[src/sv/dooa_pkg.sv]
// Shared types and constants for the door-open unattended alarm.
`default_nettype none

package dooa_pkg;

    localparam int CFG_IDX_W  = 2;
    localparam int CFG_DATA_W = 12;
    localparam int FR_W       = 8;
    localparam int DUR_W      = 12;
    localparam int COUNT_W    = 24;
    localparam int THR_W      = DUR_W + 1 + FR_W;

    localparam logic [COUNT_W-1:0] COUNT_MAX = {COUNT_W{1'b1}};

    // Configuration register indexes
    localparam logic [CFG_IDX_W-1:0] CFG_ALARM_ENABLE     = 2'd0;
    localparam logic [CFG_IDX_W-1:0] CFG_FRAME_RATE       = 2'd1;
    localparam logic [CFG_IDX_W-1:0] CFG_DURATION_SECONDS = 2'd2;

    // Reset values of the configuration registers
    localparam logic             RST_ALARM_ENABLE     = 1'b1;
    localparam logic [FR_W-1:0]  RST_FRAME_RATE       = 8'd25;
    localparam logic [DUR_W-1:0] RST_DURATION_SECONDS = 12'd10;

    typedef struct packed {
        logic alarm;
        logic frame_abnormal;
        logic window_majority;
    } dooa_result_t;

    // Update request from the frame logic to the window
    typedef struct packed {
        logic upd;
        logic abn;
    } dooa_win_req_t;

endpackage

`default_nettype wire

[src/sv/door_open_unattended_alarm.sv]
// Top level of the door-open unattended alarm.
//
// Takes one frame per clock cycle, each with has_results, door_open_seen and
// target_seen, and returns one result per frame, in order, at the earliest in
// the cycle after acceptance. The abnormal bits of the sliding window live
// in a 1-bit RAM of WINDOW_DEPTH entries; the oldest bit is prefetched every
// cycle and bypassed when the previous frame wrote that same entry, so the
// RAM port pair sustains one frame per cycle. Results wait in a two-entry
// queue, so input is stalled only when two results are pending. No clearing
// pass runs after reset. Configuration writes are always ready and must be
// made while no frame is in flight.
`default_nettype none

module door_open_unattended_alarm import dooa_pkg::*; #(
    parameter int WINDOW_DEPTH = 256
) (
    input  logic                  clk,
    input  logic                  rst_n,
    input  logic                  cfg_valid,
    output logic                  cfg_ready,
    input  logic [CFG_IDX_W-1:0]  cfg_index,
    input  logic [CFG_DATA_W-1:0] cfg_data,
    input  logic                  in_valid,
    output logic                  in_stall,
    input  logic                  has_results,
    input  logic                  door_open_seen,
    input  logic                  target_seen,
    output logic                  out_valid,
    input  logic                  out_stall,
    output logic                  alarm,
    output logic                  frame_abnormal,
    output logic                  window_majority
);

    logic               alarm_enable_reg;
    logic [FR_W-1:0]    frame_rate_reg;
    logic [DUR_W-1:0]   duration_reg;
    logic [COUNT_W-1:0] count_reg, count_next;

    logic               in_acc;
    logic               active;
    logic               abn;
    logic               maj;
    logic [FR_W-1:0]    fr_eff;
    logic [DUR_W:0]     dur_p1;
    logic [THR_W-1:0]   threshold;
    logic [COUNT_W-1:0] count_step;
    logic               fire;
    logic               q_full;
    dooa_win_req_t      win_req;
    dooa_result_t       result;
    dooa_result_t       head;

    assign cfg_ready = 1'b1;

    always_ff @(posedge clk or negedge rst_n)
    begin
        if (!rst_n)
        begin
            alarm_enable_reg <= RST_ALARM_ENABLE;
            frame_rate_reg   <= RST_FRAME_RATE;
            duration_reg     <= RST_DURATION_SECONDS;
        end
        else if (cfg_valid && cfg_ready)
        begin
            unique case (cfg_index)
                CFG_ALARM_ENABLE:     alarm_enable_reg <= cfg_data[0];
                CFG_FRAME_RATE:       frame_rate_reg   <= cfg_data[FR_W-1:0];
                CFG_DURATION_SECONDS: duration_reg     <= cfg_data[DUR_W-1:0];
                default:              ;
            endcase
        end
    end

    assign in_stall = q_full;
    assign in_acc   = in_valid && !in_stall;
    assign active   = in_acc && has_results && alarm_enable_reg;
    assign abn      = door_open_seen && !target_seen;

    // Zero frame rate acts as one
    assign fr_eff    = (frame_rate_reg == '0) ? FR_W'(1) : frame_rate_reg;
    assign dur_p1    = {1'b0, duration_reg} + 1'b1;
    assign threshold = THR_W'(dur_p1) * THR_W'(fr_eff);

    assign win_req.upd = active;
    assign win_req.abn = abn;

    dooa_win #(
        .WINDOW_DEPTH (WINDOW_DEPTH)
    ) u_win (
        .clk      (clk),
        .rst_n    (rst_n),
        .req      (win_req),
        .fr       (fr_eff),
        .majority (maj)
    );

    always_comb
    begin
        count_step = count_reg;
        if (maj && (count_reg != COUNT_MAX))
        begin
            count_step = count_reg + 1'b1;
        end
        if (target_seen)
        begin
            count_step = '0;
        end
        fire       = !target_seen && (count_step >= COUNT_W'(threshold));
        count_next = count_reg;
        if (active)
        begin
            count_next = fire ? '0 : count_step;
        end
    end

    always_ff @(posedge clk or negedge rst_n)
    begin
        if (!rst_n)
        begin
            count_reg <= '0;
        end
        else
        begin
            count_reg <= count_next;
        end
    end

    // Empty or disabled frames return all zeros
    assign result.alarm           = active && fire;
    assign result.frame_abnormal  = active && abn;
    assign result.window_majority = active && maj;

    dooa_outq u_outq (
        .clk       (clk),
        .rst_n     (rst_n),
        .push      (in_acc),
        .push_data (result),
        .pop_stall (out_stall),
        .full      (q_full),
        .valid     (out_valid),
        .head      (head)
    );

    assign alarm           = head.alarm;
    assign frame_abnormal  = head.frame_abnormal;
    assign window_majority = head.window_majority;

endmodule

`default_nettype wire

[src/sv/dooa_ram.sv]
// Generic single-write, single-read RAM with registered read data.
`default_nettype none

module dooa_ram #(
    parameter int WIDTH = 1,
    parameter int DEPTH = 256
) (
    input  logic                     clk,
    input  logic                     we,
    input  logic [$clog2(DEPTH)-1:0] waddr,
    input  logic [WIDTH-1:0]         wdata,
    input  logic [$clog2(DEPTH)-1:0] raddr,
    output logic [WIDTH-1:0]         rdata
);

    logic [WIDTH-1:0] mem_reg [DEPTH];
    logic [WIDTH-1:0] rdata_reg;

    // Read returns the old contents on a same-address write
    always_ff @(posedge clk)
    begin
        if (we)
        begin
            mem_reg[waddr] <= wdata;
        end
        rdata_reg <= mem_reg[raddr];
    end

    assign rdata = rdata_reg;

endmodule

`default_nettype wire

[src/sv/dooa_win.sv]
// Sliding window of abnormal bits: ring in RAM, running sum and majority test.
`default_nettype none

module dooa_win import dooa_pkg::*; #(
    parameter int WINDOW_DEPTH = 256
) (
    input  logic            clk,
    input  logic            rst_n,
    input  dooa_win_req_t   req,
    input  logic [FR_W-1:0] fr,
    output logic            majority
);

    localparam int PTR_W  = $clog2(WINDOW_DEPTH);
    localparam int FILL_W = $clog2(WINDOW_DEPTH + 1);
    localparam int CMP_W  = (FILL_W > FR_W) ? FILL_W : FR_W;

    logic [PTR_W-1:0]  wp_reg, wp_next;
    logic [PTR_W-1:0]  rd_reg, rd_next;
    logic [FILL_W-1:0] fill_reg, fill_next;
    logic [FILL_W-1:0] sum_reg, sum_next;
    logic              fwd_hit_reg, fwd_hit_next;
    logic              fwd_bit_reg, fwd_bit_next;

    logic              ram_rdata;
    logic              oldest;
    logic              drop;
    logic [FILL_W-1:0] sum_after;

    function automatic logic [PTR_W-1:0] ring_next(input logic [PTR_W-1:0] p);
        return (p == PTR_W'(WINDOW_DEPTH - 1)) ? '0 : p + 1'b1;
    endfunction

    // Oldest bit is prefetched every cycle; take the bypass when the
    // previous cycle wrote the address being read.
    assign oldest = fwd_hit_reg ? fwd_bit_reg : ram_rdata;

    assign drop = (fill_reg != '0) &&
                  ((CMP_W'(fill_reg) > CMP_W'(fr)) ||
                   (fill_reg >= FILL_W'(WINDOW_DEPTH)));

    assign sum_after = sum_reg - FILL_W'(drop & oldest) + FILL_W'(req.abn);
    assign majority  = CMP_W'(sum_after) > CMP_W'(fr >> 1);

    always_comb
    begin
        wp_next      = wp_reg;
        rd_next      = rd_reg;
        fill_next    = fill_reg;
        sum_next     = sum_reg;
        if (req.upd)
        begin
            wp_next  = ring_next(wp_reg);
            rd_next  = drop ? ring_next(rd_reg) : rd_reg;
            fill_next = drop ? fill_reg : fill_reg + 1'b1;
            sum_next = sum_after;
        end
        fwd_hit_next = req.upd && (rd_next == wp_reg);
        fwd_bit_next = req.abn;
    end

    always_ff @(posedge clk or negedge rst_n)
    begin
        if (!rst_n)
        begin
            wp_reg      <= '0;
            rd_reg      <= '0;
            fill_reg    <= '0;
            sum_reg     <= '0;
            fwd_hit_reg <= 1'b0;
            fwd_bit_reg <= 1'b0;
        end
        else
        begin
            wp_reg      <= wp_next;
            rd_reg      <= rd_next;
            fill_reg    <= fill_next;
            sum_reg     <= sum_next;
            fwd_hit_reg <= fwd_hit_next;
            fwd_bit_reg <= fwd_bit_next;
        end
    end

    dooa_ram #(
        .WIDTH (1),
        .DEPTH (WINDOW_DEPTH)
    ) u_ram (
        .clk   (clk),
        .we    (req.upd),
        .waddr (wp_reg),
        .wdata (req.abn),
        .raddr (rd_next),
        .rdata (ram_rdata)
    );

endmodule

`default_nettype wire

[src/sv/dooa_outq.sv]
// Two-entry result queue between the frame logic and the output channel.
`default_nettype none

module dooa_outq import dooa_pkg::*; (
    input  logic         clk,
    input  logic         rst_n,
    input  logic         push,
    input  dooa_result_t push_data,
    input  logic         pop_stall,
    output logic         full,
    output logic         valid,
    output dooa_result_t head
);

    logic [1:0]   cnt_reg, cnt_next;
    dooa_result_t slot0_reg, slot0_next;
    dooa_result_t slot1_reg, slot1_next;
    logic         pop;

    assign valid = (cnt_reg != 2'd0);
    assign full  = (cnt_reg == 2'd2);
    assign head  = slot0_reg;
    assign pop   = valid && !pop_stall;

    always_comb
    begin
        cnt_next   = cnt_reg;
        slot0_next = slot0_reg;
        slot1_next = slot1_reg;
        priority if (push && pop)
        begin
            if (cnt_reg == 2'd2)
            begin
                slot0_next = slot1_reg;
                slot1_next = push_data;
            end
            else
            begin
                slot0_next = push_data;
            end
        end
        else if (push)
        begin
            cnt_next = cnt_reg + 2'd1;
            if (cnt_reg == 2'd0)
            begin
                slot0_next = push_data;
            end
            else
            begin
                slot1_next = push_data;
            end
        end
        else if (pop)
        begin
            cnt_next   = cnt_reg - 2'd1;
            slot0_next = slot1_reg;
        end
        else
        begin
            // Hold count and slots
        end
    end

    always_ff @(posedge clk or negedge rst_n)
    begin
        if (!rst_n)
        begin
            cnt_reg <= 2'd0;
        end
        else
        begin
            cnt_reg <= cnt_next;
        end
    end

    always_ff @(posedge clk)
    begin
        slot0_reg <= slot0_next;
        slot1_reg <= slot1_next;
    end

endmodule

`default_nettype wire

[config.mk]
export PLATFORM = sky130hd
export DESIGN_NAME = door_open_unattended_alarm
export DESIGN_NICKNAME = d
export VERILOG_FILES = /design/src/sv/dooa_pkg.sv /design/src/sv/door_open_unattended_alarm.sv /design/src/sv/dooa_ram.sv /design/src/sv/dooa_win.sv /design/src/sv/dooa_outq.sv
export SDC_FILE = /design/constraint.sdc
export NUM_CORES = 1
export LEC_CHECK = 0
export ABC_AREA = 1
export BUFFER_PORTS_ARGS = -buffer_cell sky130_fd_sc_hd__buf_2
export CELL_PAD_IN_SITES_DETAIL_PLACEMENT = 1
export CELL_PAD_IN_SITES_GLOBAL_PLACEMENT = 1
export CORE_ASPECT_RATIO = 0.8
export CORE_MARGIN = 3
export CORE_UTILIZATION = 30
export DETAILED_ROUTE_END_ITERATION = 8
export PLACE_DENSITY_LB_ADDON = 0.1
export RECOVER_POWER = 100
export SYNTH_ARGS = -nofsm -noshare
export SYNTH_HDL_FRONTEND = slang
export SYNTH_SLANG_ARGS = --single-unit
[constraint.sdc]
create_clock -name clk -period 7.7 [get_ports clk]
set_clock_uncertainty 0.15 [all_clocks]
set_input_delay 0.77 -clock clk [delete_from_list [all_inputs] [get_ports clk]]
set_output_delay 0.77 -clock clk [all_outputs]
set_load 0.1 [all_outputs]
# Word level (Yosys, flattened, before mapping)
# Memory sizes are Yosys's and may differ from the RTL's. A register that Yosys moved wholly into a read port is not among the register bits.
# Cells that the tools add are included.
# totals
regBits	89
ramBits	256
inputBits	22
out_inout_bits	6
elab_cells	99
n_memories	1
# op_classes
add_sub_neg	9
mul	1
order_cmp	4
n_eq_ne	10
mux	22
bitwise_logic	3
n_reduce_logical	32
# memory_table
name	depth	word_bits	rd	rd_ports_with_merged_regs	write_ports	line_no	source
u_win.u_ram.mem_reg	256	1	1	1	1	dooa_ram.sv:16	logic [WIDTH-1:0] mem_reg [DEPTH];
# op_table
cell	n
24-bit 2-to-1 mux	3
8-bit 2-to-1 mux	5
3-bit 2-to-1 mux	9
24-bit by 1-bit adder with 24-bit output, second input constant	1
24-bit by 21-bit >= comparator with 1-bit output	1
24-bit inequality test, second input constant	1
13-bit by 8-bit multiplier with 21-bit output	1
8-bit by 1-bit adder with 8-bit output, second input constant	2
8-bit equality test, second input constant	2
12-bit by 1-bit adder with 13-bit output, second input constant	1
1-bit logical AND	13
2-bit AND reduction	6
9-bit by 1-bit adder with 9-bit output	1
9-bit by 1-bit adder with 9-bit output, second input constant	1
9-bit >= comparator, second input constant	1
9-bit by 7-bit greater-than comparator with 1-bit output	1
9-bit by 8-bit greater-than comparator with 1-bit output	1
9-bit nonzero test	1
9-bit subtractor	1
8-bit equality test	1
8-bit zero test	1
2-bit nonzero test	3
2-bit equality test, second input constant	2
2-bit zero test	2
other kinds (14)	20

# Logic depth before layout (Yosys ltp)
# logic_depth
ltp_word	18
mapped_depth	59
mapped_depth_nobuf	57

# Hierarchy
# A second synthesis with hierarchy kept.
# unflattened
hier_cells	2527
area_unflattened_um2	21530.6
# modules_own_cells
module	instances	cells_per_inst	area_per_inst_um2	seq_area_each_um2
dooa_ram	1	1184	11717.5	7707.4
door_open_unattended_alarm	1	921	6631.4	1133.6
dooa_win	1	372	2735.1	900.9
dooa_outq	1	50	446.7	230.2

# Worst setup path after synthesis
# No wires, ideal clock.
# synth_path
kind	input port to flip-flop
from	in target_seen
to	reg u_outq.slot0_reg, in the netlist u_outq.head[2] (data pin)
arrival_ns	11.318
slack_ns	-4.020
cell_stages	37
cell_sequence	clkbuf_1 nor2_1 ha_1 fa_1 nand3_1 nand2_1 xor2_1 ha_1 nand2_1 inv_1 nand3_1 nor2_1 o21ai_0 nand2_1 nand2_1 nand3_1 nand2_2 inv_2 buf_6 nand3_1 or2_2 o21ai_0 a21oi_1 ha_1 a21oi_1 nor2_1 a211oi_1 o221a_2 nand2_1 nand2_1 nand2_1 nand2_1 nand4_2 nand3_1 nand2_1 nand2_1 nand2_1
# synth_lines
element	line_no	source
start, declared	door_open_unattended_alarm.sv:27	input logic target_seen,
end signal, assigned	dooa_outq.sv:79	slot0_reg <= slot0_next;
end, declared	dooa_outq.sv:16	dooa_result_t slot0_reg, slot0_next;

# Final worst setup path
# layout_path
from	reg duration_reg[1]
to	reg count_reg[11]
# layout_via
elab_chain_len	5
# layout_rtl
element	line_no	source
start, declared	door_open_unattended_alarm.sv:37	logic [DUR_W-1:0] duration_reg;
start signal, assigned	door_open_unattended_alarm.sv:69	CFG_DURATION_SECONDS: duration_reg <= cfg_data[DUR_W-1:0];
12-bit by 1-bit adder with 13-bit output	door_open_unattended_alarm.sv:82	assign dur_p1 = {1'b0, duration_reg} + 1'b1;
13-bit by 8-bit multiplier with 21-bit output	door_open_unattended_alarm.sv:83	assign threshold = THR_W'(dur_p1) * THR_W'(fr_eff);
24-bit by 21-bit >= comparator with 1-bit output	door_open_unattended_alarm.sv:109	fire = !target_seen && (count_step >= COUNT_W'(threshold));
1-bit logical AND	door_open_unattended_alarm.sv:109	
24-bit 2-to-1 mux	door_open_unattended_alarm.sv:113	count_next = fire ? '0 : count_step;
end signal, assigned	door_open_unattended_alarm.sv:125	count_reg <= count_next;
end, declared	door_open_unattended_alarm.sv:38	logic [COUNT_W-1:0] count_reg, count_next;
# Every way passes these cells.
# A chain may end at the register's enable or synchronous reset.

==> flow_summary.yaml <==
floorplanning:
  die_height_um: 245
  start_util_pct: 30.4
  rows: 87
  die_area_um2: 74900
  core-area_um2: 70800
  ios: 28
  dieWidth_um: 305
routing:
  drc: 0
  routed_wl_mm: 69.1
  viasPerCell: 4.92
  vias: 16981
  drt-pass1-iter-count: 5
  drt_iter0_drc: 1125
  ant_nets: 0
  avgRoutedWirePerCell_um: 20.0
place:
  dpl.hpwl_mm: 44.3
  gp_congestion: 0.814
  place.port_buffers: 26
clock_tree:
  cts_made_buffers: 42
  clock_latency_ps: 570
  cts_max_level: 2
  clk_pin_slew_ps: 60
  clk_root_buffer_cell: "clkbuf_16"
  cts_tree: "built"
  clock_path_buffers: 3
  clkSinkCount: 346
finish:
  antennaDiodeCount: 0
  largest_reg_flops: 256
  drive_gt1_share_pct: 6.39
  final_cell_mix: "459 x nand2_1, 359 x nor2_1, 342 x inv_1"
  syn_to_final_growth_pct: 11.7
  mostFrequentLayoutCell: "nand2_1"
  final_util_pct: 33.9
  final_net_count: 2672
  fill_cells: 8302
sta:
  finalCritPeriodShare_pct: 92.0
  relSlewSlack_pct: -138
  fmax_mhz: 141
  finalSetupViolations: 0
  period_needed_ps: 7080
  slew_viol_final: 584
  final-hold-violation-count: 0
  worst_pin_slew_ps: 3570
yosys:
  ys_seq_area_share_pct: 46.4
  synth-seq-cells: 346
  yosys_warnings: 0
  syn_inst: 2486
  dominantRegCellSynth: "edfxtp_1"
  syn_nets: 2671
  synth.area.top_cells: "edfxtp_1 37%, dfrtp_1 9.0%, nand2_1 8.1%, nand3_1 7.1%, nor2_1 6.3%"
  syn_area_um2: 21500
  synth_cell_types: 56
  synth_top_cell_by_area: "edfxtp_1"
  async_reset_ff_share_pct: 24.0
  avgSynthCellArea_um2: 8.65
  yosys.area.top_type_share_pct: 36.6
  synth_edf_count: 262
global_routing:
  track_usage_pct: 18.6
  use_met2_pct: 28.0
  grt_pass1_wl_mm: 109
  met3_usage_pct: 2.18
  grt_pass1_vias: 17727
  use_met1_pct: 29.0
  grt-busiest-layer: "met1"
  grt_overflow_total: 0
  grt_max_degree: 95
  antenna_found_initial: 1
setup_path:
  reg2reg_slack_ps: 620
  cpMostUsedCell: "nand2_1"
  slowest_delay_ps: 570
  required_ps: 8020
  crit_path_end: "count_reg[11]$_DFFE_PN0P_"
  r2r-start: "duration_reg[1]$_DFFE_PN1P_"
  ff2ff_path_depth: 34
  endpoint_kind: "flop"
  start_kind: "flop"
  cpMaxStageDelayCell: "fa_1"
  cp_max_fo: 17
  crit_arrival_ps: 7410
  rr_endpoint: "count_reg[11]$_DFFE_PN0P_"
  crit_type: "reg -> reg"
  critPathLaunch: "duration_reg[1]$_DFFE_PN1P_"
power:
  power_density_nw_per_um2: 360
  fin_total_pwr_mw: 8.64
  vdd_drop_max_mv: 0.159
  p_leak_nw: 10.1
hold_path:
  min_path_type: "in -> reg"
run_status:
  status: "complete, but fails checks"
  violations: "max-capacitance violations, max-slew violations"
flow_run:
  drv_cap: 16
cell usage after synthesis (all sizes together), types with 4 or more instances:
cell	n
xor2	38
inv	348
edfxtp	262
clkbuf	63
nand3	306
ha	96
fa	67
or2	7
o21ai	79
nor2	360
nand2	468
dfrtp	77
clkinv	4
nand3b	79
a21oi	65
nor4	5
xnor2	10
o21a	4
buf	58
o211ai	15
nand4	15
dfstp	6
nor3	31
worst min-delay path by stage:
stage,slack [ps],from,end,depth (start not counted)
2_1_floorplan,300,duration_reg[6]$_DFFE_PN0P_,duration_reg[6]$_DFFE_PN0P_,2
3_3_place_gp,320,duration_reg[6]$_DFFE_PN0P_,duration_reg[6]$_DFFE_PN0P_,2
3_5_place_dp,330,duration_reg[6]$_DFFE_PN0P_,duration_reg[6]$_DFFE_PN0P_,2
4_1_cts,290,cfg_data[8],duration_reg[8]$_DFFE_PN0P_,3
5_1_grt,320,cfg_data[1],duration_reg[1]$_DFFE_PN1P_,3
6_report,320,cfg_data[8],duration_reg[8]$_DFFE_PN0P_,3
logic make-up (layout without fill, tap and decap cells):
family / count (synthesis) / count (layout) / share of synthesized area [%]
AOI/OAI and AO/OA: 178 / 178 / 4.59
xor gates and xnor gates: 48 / 48 / 2.03
adders and majority gates: 163 / 163 / 11.8
buffers and inverters: 473 / 507 / 8.75
DFF: 346 / 346 / 46.4
muxes: 2 / 2 / 0.0931
other: 1 / 1 / 0.0174
and+or+nand+nor: 1275 / 1275 / 26.3
metal layers:
layer	part of all wire, %	up-vias	wire (um)
li1	-	8085	-
met1	53	8605	36900
met2	42	235	29000
met3	3.6	56	2480
met4	1.2	0	799
met5	0	-	0
what timing repair did:
action / 4_1_cts / 5_1_grt
buffers inserted: 0 / 3
hold buffers: 1 / 0
hold endpoints to repair: 21 / 0
setup endpoints to repair: 0 / 23
gates resized for setup: 0 / 28
power breakdown:
group	internal [mW]	total, mW	switching, mW
combinational	1.50	4.42	2.91
clock	1.14	1.95	0.816
sequential	2.15	2.27	0.117
total	4.79	8.64	3.85
metrics by stage:
stage	setup WS, ps	setup TNS [ps]	cells	area (um2)	hold WS [ps]
final	616	0	3454	24000	320
after global routing	-7.66	-8.32	3454	24000	322
after CTS	197	0	3451	24000	289
after detailed placement	240	0	3373	22700	330
after global placement	327	0	3373	22700	319
after floorplan	266	0	2486	21500	303
critical path, delay by kind of cell (launching register included):
family / cells / cell delay [ps]
fa+ha+maj: 7 / 2920
compound gates: 5 / 710
buf+inv: 5 / 360
flops: 1 / 540
xor+xnor: 1 / 200
simple gates: 16 / 2090
area by class of cell:
type / count / area, um2 / share of cell area, %
Clock buffer: 63 / 1190 / 4.96
Tap cell: 934 / 1170 / 4.87
Inverter: 352 / 1320 / 5.50
Sequential cell: 346 / 9970 / 41.5
Multi-Input combinational cell: 1667 / 9760 / 40.6
Clock inverter: 14 / 140 / 0.584
Timing Repair Buffer: 78 / 463 / 1.93
(Power assumes the default switching activity.)
